### src/design/lzo_pkg.sv
`timescale 1ns / 1ps
package lzo_pkg;
  localparam int unsigned HistDepth = 65536;
  localparam int unsigned HistAw = $clog2(HistDepth);
  localparam int unsigned QueueDepth = 2;

  typedef enum logic [3:0] {
    PH_FIRST, PH_TOK_RUN, PH_TOK_MATCH, PH_LIT_EXT, PH_LIT_COPY, PH_M_EXT,
    PH_DIST0, PH_DIST1, PH_DIST_SHORT, PH_MATCH_COPY, PH_TRAIL, PH_HALT
  } phase_e;

  typedef enum logic [2:0] {
    K_DATA = 3'd0, K_END = 3'd1, K_LOOKBEHIND = 3'd2, K_OVERRUN = 3'd3,
    K_BADCMD = 3'd4
  } kind_e;

  typedef enum logic [1:0] {
    OP_NONE, OP_LIT, OP_COPY, OP_FINISH
  } op_e;

  // request handed from parser to writer
  typedef struct packed {
    op_e         op;
    logic [7:0]  data;
    logic [15:0] offset;
    kind_e       kind;
    logic [24:0] count;
  } job_t;
endpackage

### src/design/lzo_parser.sv
`timescale 1ns / 1ps
module lzo_parser (
  input  logic          clk_i,
  input  logic          rst_ni,
  input  logic [23:0]   output_length_i,
  input  logic          in_valid_i,
  output logic          in_ready_o,
  input  logic          cmd_i,
  input  logic [7:0]    in_byte_i,
  output logic          job_valid_o,
  input  logic          job_ready_i,
  output lzo_pkg::job_t job_o
);
  import lzo_pkg::*;

  phase_e      phase_q, phase_d;
  logic [7:0]  tok_q, tok_d;
  logic [23:0] plen_q, plen_d;
  logic [15:0] dist_q, dist_d;
  logic [1:0]  trail_q, trail_d;
  logic        alr_q, alr_d;
  logic [23:0] wr_q, wr_d;
  logic [24:0] cons_q, cons_d;
  job_t        job;
  logic        fire;

  assign in_ready_o = job_ready_i;
  assign fire = in_valid_i && job_ready_i;
  assign job_valid_o = fire && (job.op != OP_NONE);
  assign job_o = job;

  always_ff @(posedge clk_i or negedge rst_ni) begin
    if (!rst_ni) begin
      phase_q <= PH_FIRST;
      tok_q   <= '0;
      plen_q  <= '0;
      dist_q  <= '0;
      trail_q <= '0;
      alr_q   <= 1'b0;
      wr_q    <= '0;
      cons_q  <= '0;
    end else if (fire) begin
      phase_q <= phase_d;
      tok_q   <= tok_d;
      plen_q  <= plen_d;
      dist_q  <= dist_d;
      trail_q <= trail_d;
      alr_q   <= alr_d;
      wr_q    <= wr_d;
      cons_q  <= cons_d;
    end
  end

  always_comb begin
    logic [25:0] need;
    logic [25:0] v;
    logic [7:0]  b;
    logic [7:0]  t;
    logic        do_copy;
    logic        do_lits;
    logic [25:0] cdist;
    phase_d = phase_q;
    tok_d   = tok_q;
    plen_d  = plen_q;
    dist_d  = dist_q;
    trail_d = trail_q;
    alr_d   = alr_q;
    wr_d    = wr_q;
    cons_d  = cons_q;
    job     = '{op: OP_NONE, data: 8'd0, offset: 16'd0, kind: K_DATA, count: 25'd0};
    b = in_byte_i;
    t = tok_q;
    need = '0;
    v = '0;
    do_copy = 1'b0;
    do_lits = 1'b0;
    cdist = '0;
    if (phase_q == PH_HALT || (phase_q == PH_MATCH_COPY) != cmd_i) begin
      job.op = OP_FINISH;
      job.kind = K_BADCMD;
      phase_d = PH_HALT;
    end else if (phase_q == PH_MATCH_COPY) begin
      job.op = OP_COPY;
      job.offset = dist_q;
      wr_d = wr_q + 24'd1;
      plen_d = plen_q - 24'd1;
      if (plen_d == '0) phase_d = (trail_q != '0) ? PH_TRAIL : PH_TOK_RUN;
    end else begin
      if (cons_q != '1) cons_d = cons_q + 25'd1;
      case (phase_q)
        PH_FIRST, PH_TOK_RUN, PH_TOK_MATCH: begin
          if (phase_q == PH_FIRST && b > 8'd17) begin
            v = {18'd0, b} - 26'd17;
            if (v < 26'd4) begin
              trail_d = v[1:0];
              phase_d = PH_TRAIL;
            end else begin
              alr_d = 1'b1;
              need = v;
              do_lits = 1'b1;
            end
          end else if (phase_q == PH_TOK_MATCH || b >= 8'd16) begin
            tok_d = b;
            if (b >= 8'd64) begin
              plen_d = {21'd0, b[7:5]} + 24'd1;
              trail_d = b[1:0];
              phase_d = PH_DIST_SHORT;
            end else if (b >= 8'd16) begin
              v = (b >= 8'd32) ? {21'd0, b[4:0]} : {23'd0, b[2:0]};
              if (v == '0) begin
                plen_d = '0;
                phase_d = PH_M_EXT;
              end else begin
                plen_d = v[23:0] + 24'd2;
                phase_d = PH_DIST0;
              end
            end else begin
              trail_d = b[1:0];
              plen_d = alr_q ? 24'd3 : 24'd2;
              phase_d = PH_DIST_SHORT;
            end
          end else if (b == 8'd0) begin
            plen_d = '0;
            phase_d = PH_LIT_EXT;
          end else begin
            need = {18'd0, b} + 26'd3;
            do_lits = 1'b1;
          end
        end
        PH_LIT_EXT, PH_M_EXT: begin
          if (b == 8'd0) begin
            plen_d = (plen_q > 24'hFFFF00) ? 24'hFFFFFF : plen_q + 24'd255;
          end else if (phase_q == PH_LIT_EXT) begin
            need = {2'd0, plen_q} + 26'd18 + {18'd0, b};
            do_lits = 1'b1;
          end else begin
            v = {2'd0, plen_q} + ((t >= 8'd32) ? 26'd33 : 26'd9) + {18'd0, b};
            if (v > 26'hFFFFFF) begin
              job.op = OP_FINISH;
              job.kind = K_OVERRUN;
              phase_d = PH_HALT;
            end else begin
              plen_d = v[23:0];
              phase_d = PH_DIST0;
            end
          end
        end
        PH_LIT_COPY: begin
          plen_d = plen_q - 24'd1;
          if (plen_d == '0) begin
            alr_d = 1'b1;
            phase_d = PH_TOK_MATCH;
          end
          job.op = OP_LIT;
          job.data = b;
          wr_d = wr_q + 24'd1;
        end
        PH_DIST0: begin
          trail_d = b[1:0];
          // m4 token bit 3 selects the upper 16k window
          dist_d = {10'd0, b[7:2]} + ((t < 8'd32) ? {1'b0, t[3], 14'd0} : 16'd0);
          phase_d = PH_DIST1;
        end
        PH_DIST1: begin
          v = {10'd0, dist_q} + {12'd0, b, 6'd0};
          if (t >= 8'd32) begin
            cdist = v + 26'd1;
            do_copy = 1'b1;
          end else if (v == '0) begin
            job.op = OP_FINISH;
            phase_d = PH_HALT;
            if (wr_q != output_length_i) job.kind = K_OVERRUN;
            else begin
              job.kind = K_END;
              job.count = cons_d;
            end
          end else begin
            cdist = v + 26'h4000;
            do_copy = 1'b1;
          end
        end
        PH_DIST_SHORT: begin
          if (t >= 8'd64) cdist = 26'd1 + {23'd0, t[4:2]} + {15'd0, b, 3'd0};
          else cdist = 26'd1 + {20'd0, t[7:2]} + {16'd0, b, 2'd0}
                       + (alr_q ? 26'h800 : 26'd0);
          do_copy = 1'b1;
        end
        PH_TRAIL: begin
          if ({2'd0, wr_q} + {24'd0, trail_q} > {2'd0, output_length_i}) begin
            job.op = OP_FINISH;
            job.kind = K_OVERRUN;
            phase_d = PH_HALT;
          end else begin
            trail_d = trail_q - 2'd1;
            if (trail_d == '0) begin
              alr_d = 1'b0;
              phase_d = PH_TOK_MATCH;
            end
            job.op = OP_LIT;
            job.data = b;
            wr_d = wr_q + 24'd1;
          end
        end
        default: begin
          job.op = OP_FINISH;
          job.kind = K_BADCMD;
          phase_d = PH_HALT;
        end
      endcase
      if (do_lits) begin
        if ({2'd0, wr_q} + need > {2'd0, output_length_i}) begin
          job.op = OP_FINISH;
          job.kind = K_OVERRUN;
          phase_d = PH_HALT;
        end else begin
          plen_d = need[23:0];
          phase_d = PH_LIT_COPY;
        end
      end
      if (do_copy) begin
        if (cdist > {2'd0, wr_q}) begin
          job.op = OP_FINISH;
          job.kind = K_LOOKBEHIND;
          phase_d = PH_HALT;
        end else if ({2'd0, wr_q} + {2'd0, plen_d} > {2'd0, output_length_i}) begin
          job.op = OP_FINISH;
          job.kind = K_OVERRUN;
          phase_d = PH_HALT;
        end else begin
          dist_d = cdist[15:0];
          phase_d = PH_MATCH_COPY;
        end
      end
    end
  end
endmodule

### config.mk
export PLATFORM = sky130hd
export DESIGN_NAME = lzo_parser
export DESIGN_NICKNAME = d
export VERILOG_FILES = /design/src/design/lzo_pkg.sv /design/src/design/lzo_parser.sv
export SDC_FILE = /design/constraint.sdc
export NUM_CORES = 1
export LEC_CHECK = 0
export ABC_CLOCK_PERIOD_IN_PS = 15200
export BUFFER_PORTS_ARGS = -buffer_cell sky130_fd_sc_hd__buf_4
export CORE_ASPECT_RATIO = 1.5
export CORE_MARGIN = 2
export CORE_UTILIZATION = 38
export DETAILED_ROUTE_END_ITERATION = 8
export SYNTH_ARGS = -nofsm -noshare
export SYNTH_HDL_FRONTEND = slang
export SYNTH_SLANG_ARGS = --single-unit
export TNS_END_PERCENT = 100
### constraint.sdc
create_clock -name clk_i -period 15.2 [get_ports clk_i]
set_input_delay 0.76 -clock clk_i [delete_from_list [all_inputs] [get_ports clk_i]]
set_output_delay 0.76 -clock clk_i [all_outputs]
set_load 0.05 [all_outputs]
==> reports/results.tsv, run 1 <==
stage	metric	value	unit
synth	netlist_area	16700	µm²
worst_hold_path	hp-class	primary input to asynchronous set/reset pin	
timing	skew	0.00899	ns
synth	seq_area_frac_synth	15.2	%
cells_and_area	final_common_cell	nor2_1	
timing	hold-worst-slack	0.410	ns
flow_run	maxCapViolCount	0	
worst_setup_path	critPathCaptureType	output pin	
drt	drt_iter0_markers	1418	
synth	yosys_warnings	0	
synth	ys_ff_latch	102	
clock_tree	cts.repair.resized	0	
drt	drc	0	
synth	syn_inst	2254	
drt	vias	17529	
drt	wl	65.9	mm
clock_tree	root_buffer	clkbuf_16	
die	pin_count	93	
worst_setup_path	crit_type	register to output pin	
worst_setup_path	cp_max_fo	28	
drt	routedWlPerCell	23.2	µm
timing	grt_setup_unrepaired	false	
clock_tree	cts_buffers	9	
synth	synth_edf_count	0	
pwr	power_density	83.6	nW/µm²
pwr	ir_drop	0.0639	mV
clock_tree	htreeDepth	3	
clock_tree	ctsHoldBuffers	0	
placed_design	dpl.hpwl	51.9	mm
worst_setup_path	critPathRequiredTime	14.44	ns
clock_tree	worstSkewPairLatency	0.40	ns
clock_tree	cts_setup_buffers	0	
timing	tns	0	ns
die	die_h	261	µm
grt	grt.total_usage	28.6	%
worst_setup_path	start_kind	register	
drt	antenna_left	0	
pwr	leakage	8.20	nW
grt	grt_pass1_vias	17488	
grt	grt_pass1_wl	99.9	mm
die	std_cell_rows	94	
worst_setup_path	ff2ff_setup_slack	1.81	ns
worst_setup_path	critPathMaxStageDelay	0.69	ns
timing	setup_viol	0	
timing	relSlewSlack	16.6	%
placed_design	gp_congestion	1.03	
clock_tree	cts.sinks	102	
placed_design	portBuffers	92	
synth	synth_nets	2498	
timing	drv_slew	0	
grt	antenna_found_initial	0	
grt	grt_max_degree	55	
cells_and_area	finalNetCount	2507	
cells_and_area	most-common-layout-cells	223 x nor2_1, 199 x ha_1, 184 x nand2_1, 166 x a21oi_1, 158 x xnor2_1	
timing	finalCritPeriodShare	91.8	%
die	start_util	38.4	%
synth	syn_area_per_cell	7.43	µm²
cells_and_area	area_growth	8.69	%
worst_setup_path	cp.arrival	13.19	ns
die	die_x	175	µm
synth	synthTopCellsByArea	dfrtp_1 15%, ha_1 15%, xnor2_1 8.3%	
synth	synth_top_area_share	15.2	%
synth	synth_top_flop_cell	dfrtp_1	
status	status	complete, no violations	
cells_and_area	fill_cells	4513	
timing	hold_violations	0	
die	core_region_area	43600	µm²
cells_and_area	drive_gt1_share	8.02	%
synth	async_flop_share	100	%
worst_setup_path	crit_path_top_delay_cell	dfrtp_1	
timing	fin_crit	13.95	ns
clock_tree	cts_tree	yes	
synth	ys_types	92	
die	die_area	45800	µm²
timing	worst_pin_slew	1.22	ns
cells_and_area	n_antenna_cell	0	
clock_tree	clkSlewWorstSetupHoldPaths	0.08	ns
drt	firstDrtPassIters	5	
worst_setup_path	crit_top_cell	a21oi_1	
clock_tree	cts_buffer_depth	2	
timing	fmax	0.0717	GHz
synth	synth_top_area_cell	dfrtp_1	
drt	vias_per_cell	6.16	
grt	grt_overflow	0	
path summary, 6_finish.rpt:
kind | startpoint | end | cells after the start
hold reg to reg | cons_q[23] | cons_q[23] | 1
setup reg to reg | plen_q[1] | dist_q[14] | 59
setup / recovery | plen_q[1] | job_o[26] | 59
hold / removal | rst_ni | cons_q[2] | 1
min in group clk_i | cons_q[23] | cons_q[23] | 1
max in group asynchronous | rst_ni | tok_q[4] | 2
cell families after synthesis:
group	Yosys count	share of synthesized area, %
buffers and inverters	232	5.43
other	1	0.0224
xor gates and xnor gates	238	12.4
adders and majority gates	208	15.9
DFF	102	15.2
AOI/OAI and AO/OA	620	24.3
muxes	38	2.56
and+or+nand+nor	815	24.2
area by class of cell:
| type | instances | area (µm²) | share of cell area [%] |
|---|---|---|---|
| inverter | 118 | 443 | 2.43 |
| clock inverter | 6 | 86.3 | 0.474 |
| multi-input combinational | 1920 | 13300 | 73.2 |
| tap | 576 | 721 | 3.96 |
| timing repair buffer | 112 | 841 | 4.62 |
| clock buffer | 10 | 229 | 1.26 |
| sequential | 102 | 2550 | 14.0 |
stage by stage:
stage	util, %	cells	power [mW]	instance area, µm²	worst slack, ns
after floorplan	-	2254	0.972	16700	3.24
after global placement	41.0	2828	1.22	17900	1.62
after detailed placement	41.0	2828	1.23	17900	1.36
after CTS	41.7	2844	1.51	18200	1.27
after global routing	41.7	2844	1.62	18200	0.229
final	41.7	2844	1.52	18200	1.25
per-layer routing:
metal | track usage (%) | share of wire [%] | up-vias
met1 | 29.7 | 36 | 8246
met5 | 0 | 0 | -
li1 | - | - | 8186
met2 | 50.6 | 49 | 810
met4 | 24.8 | 9.5 | 0
met3 | 3.73 | 5.8 | 287
sequential cells by signal, summed over array words and instances (netlist names):
register  flops
cons_q       25
dist_q       16
tok_q         6
phase_q       4
trail_q       2
plen_q       24
wr_q         24
alr_q         1
where the power goes:
group | internal (mW) | switching (mW)
Combinational | 0.334 | 0.512
Sequential | 0.301 | 0.105
Clock | 0.144 | 0.124
synth_stat cells, types with 10 or more instances:
| cell | instances |
|---|---|
| nor2_1 | 224 |
| ha_1 | 199 |
| nand2_1 | 184 |
| a21oi_1 | 169 |
| xnor2_1 | 158 |
| o21ai_0 | 117 |
| inv_1 | 116 |
| dfrtp_1 | 102 |
| clkbuf_1 | 93 |
| xor2_1 | 80 |
| nand3_1 | 73 |
| nor3_1 | 64 |
| a21o_1 | 63 |
| nand4_1 | 57 |
| and2_1 | 37 |
| a31oi_1 | 27 |
| o21a_1 | 26 |
| nand2b_1 | 24 |
| and3_1 | 23 |
| nor4_1 | 23 |
| a211oi_1 | 21 |
| nor2b_1 | 21 |
| or3_1 | 21 |
| o211ai_1 | 19 |
| mux2i_1 | 17 |
| o22ai_1 | 17 |
| o31ai_1 | 16 |
| o21bai_1 | 14 |
| buf_2 | 13 |
| or2_2 | 13 |
| a221oi_1 | 11 |
| a22oi_1 | 10 |
| o221ai_1 | 10 |
worst max-delay path: cells and delay by family, from the launching register on:
family / cells / cell delay [ns]
AO/OA/AOI/OAI: 27 / 6.19
AND/OR/NAND/NOR: 15 / 2.11
adder cells (fa/ha/maj): 7 / 1.94
buffers and inverters: 6 / 1.06
flip-flops: 1 / 0.69
multiplexers: 1 / 0.43
XOR/XNOR: 3 / 0.35
No activity file was read; power rests on OpenSTA's default activity.
==> run 2, diff against run 1 <==
- CORE_UTILIZATION: 38 -> 50
- PLACE_DENSITY: not set -> 0.76
- REMOVE_ABC_BUFFERS: not set -> 1
==> reports/results.tsv, run 2 (synthesized netlist as in run 1, its figures left out) <==
stage	metric	value	unit	change
status	status	complete, no violations		
drt	vias	17771		+1.4%
timing	finalCritPeriodShare	93.0	%	+1.2 points
cells_and_area	drive_gt1_share	8.02	%	about the same
clock_tree	cts_setup_buffers	0		unchanged
cells_and_area	most-common-layout-cells	223 x nor2_1, 199 x ha_1, 184 x nand2_1, 168 x a21oi_1, 158 x xnor2_1		
die	die_x	153	µm	-13%
clock_tree	cts_buffers	9		unchanged
pwr	leakage	8.20	nW	about the same
drt	drc	0		unchanged
placed_design	dpl.hpwl	49.1	mm	-5.5%
cells_and_area	final_common_cell	nor2_1		
drt	drt_iter0_markers	1594		+12%
pwr	ir_drop	0.0559	mV	-13%
worst_setup_path	critPathCaptureType	output pin		
placed_design	placed_cells	2673		-5.5%
clock_tree	htreeDepth	3		unchanged
clock_tree	cts.repair.resized	0		unchanged
worst_setup_path	critPathRequiredTime	14.44	ns	about the same
grt	grt_pass1_wl	95.1	mm	-4.8%
clock_tree	clkSlewWorstSetupHoldPaths	0.09	ns	about the same
die	std_cell_rows	82		-13%
cells_and_area	finalNetCount	2508		+0.040%
worst_setup_path	critPathMaxStageDelay	0.58	ns	-0.11 ns
placed_design	gp_congestion	1.00		-3.3%
clock_tree	cts_buffer_depth	2		unchanged
timing	fin_crit	14.14	ns	+0.189 ns
worst_setup_path	ff2ff_setup_slack	1.84	ns	+0.03 ns
pwr	power_density	83.5	nW/µm²	about the same
drt	routedWlPerCell	23.1	µm	-0.35%
die	pin_count	93		unchanged
cells_and_area	multi_input_area	13300	µm²	about the same
grt	grt_pass1_vias	17328		-0.91%
worst_setup_path	cp.arrival	13.38	ns	+0.19 ns
cells_and_area	fill_cells	3269		-28%
cells_and_area	top_regs	cons_q x25, plen_q x24, wr_q x24		
grt	grt_max_degree	58		+5.5%
timing	setup_viol	0		unchanged
timing	drv_slew	0		unchanged
clock_tree	cts.sinks	102		unchanged
die	core_region_area	33200	µm²	-24%
die	die_area	35000	µm²	-24%
timing	worst_pin_slew	1.13	ns	-0.0904 ns
grt	grt_overflow	0		unchanged
timing	fmax	0.0707	GHz	-1.3%
cells_and_area	stdcell_count	2689		-5.5%
drt	wl	62.1	mm	-5.8%
timing	grt_setup_unrepaired	false		
flow_run	maxCapViolCount	0		unchanged
cells_and_area	area_growth	7.47	%	
cells_and_area	n_antenna_cell	0		unchanged
worst_setup_path	cp_max_fo	22		-21%
drt	firstDrtPassIters	6		+1
timing	tns	0	ns	unchanged
cells_and_area	top_register	cons_q		
cells_and_area	seq_area	2550	µm²	unchanged
timing	hold_violations	0		unchanged
worst_hold_path	hp-class	primary input to asynchronous set/reset pin		
clock_tree	cts_tree	yes		
cells_and_area	largest_register_ff_count	25		unchanged
worst_setup_path	crit_top_cell	ha_1		
drt	vias_per_cell	6.61		+7.2%
clock_tree	worstSkewPairLatency	0.41	ns	about the same
die	start_util	50.4	%	+12 points
placed_design	portBuffers	92		unchanged
worst_setup_path	crit_path_top_delay_cell	nor4bb_4		
clock_tree	ctsHoldBuffers	0		unchanged
grt	grt.total_usage	34.5	%	+5.9 points
pwr	totalPowerFinal	1.50	mW	-1.1%
die	die_h	228	µm	-13%
grt	antenna_found_initial	0		unchanged
worst_setup_path	start_kind	primary input		
timing	hold-worst-slack	0.389	ns	-0.0212 ns
clock_tree	root_buffer	clkbuf_16		
timing	relSlewSlack	24.5	%	+7.9 points
worst_setup_path	crit_type	primary input to output pin		
drt	antenna_left	0		unchanged
timing	skew	0.0192	ns	+0.0102 ns
run 2: area by class of cell:
type | instances | area share, %
Tap cell | 420 | 2.92
Inverter | 118 | 2.46
Multi-Input combinational cell | 1920 | 74.0
Timing Repair Buffer | 113 | 4.71
Sequential cell | 102 | 14.2
Clock inverter | 7 | 0.452
Clock buffer | 9 | 1.25
run 2: worst max-delay path, delay by kind of cell:
family / cells / cell delay (ns)
simple gates: 18 / 3.31
fa+ha+maj: 8 / 2.48
mux: 1 / 0.17
buf+inv: 7 / 1.32
compound gates: 22 / 5.04
xor+xnor: 2 / 0.28
run 2: stage by stage:
stage	utilization [%]	cell area [µm²]	setup slack [ns]
2_1_floorplan	-	16300	-0.0201
3_3_place_gp	53.2	17700	1.55
3_5_place_dp	53.2	17700	1.14
4_1_cts	54.1	18000	1.09
5_1_grt	54.1	18000	0.107
6_report	54.1	18000	1.06
run 2: routing by layer:
metal | track usage, % | wire length [µm] | up-vias
li1 | - | - | 8198
met1 | 36.5 | 21300 | 8232
met2 | 60.9 | 30400 | 1002
met3 | 4.46 | 4290 | 339
met4 | 27.9 | 6110 | 0
met5 | 0 | 0 | -
run 2: final timing paths:
check	end	cells past startpoint	from
worst max-delay path	job_o[26]	58	in_byte_i[1]
worst min-delay path	cons_q[17]	1	rst_ni
worst max register to register	dist_q[14]	57	plen_q[1]
worst min register to register	cons_q[23]	1	cons_q[23]
max in group asynchronous	plen_q[1]	2	rst_ni
min in group clk_i	cons_q[23]	1	cons_q[23]
run 2: power by group:
group / leakage [nW] / internal [mW] / switching (mW)
clock: 0.150 / 0.119 / 0.139
combinational: 6.72 / 0.334 / 0.507
sequential: 1.33 / 0.301 / 0.103
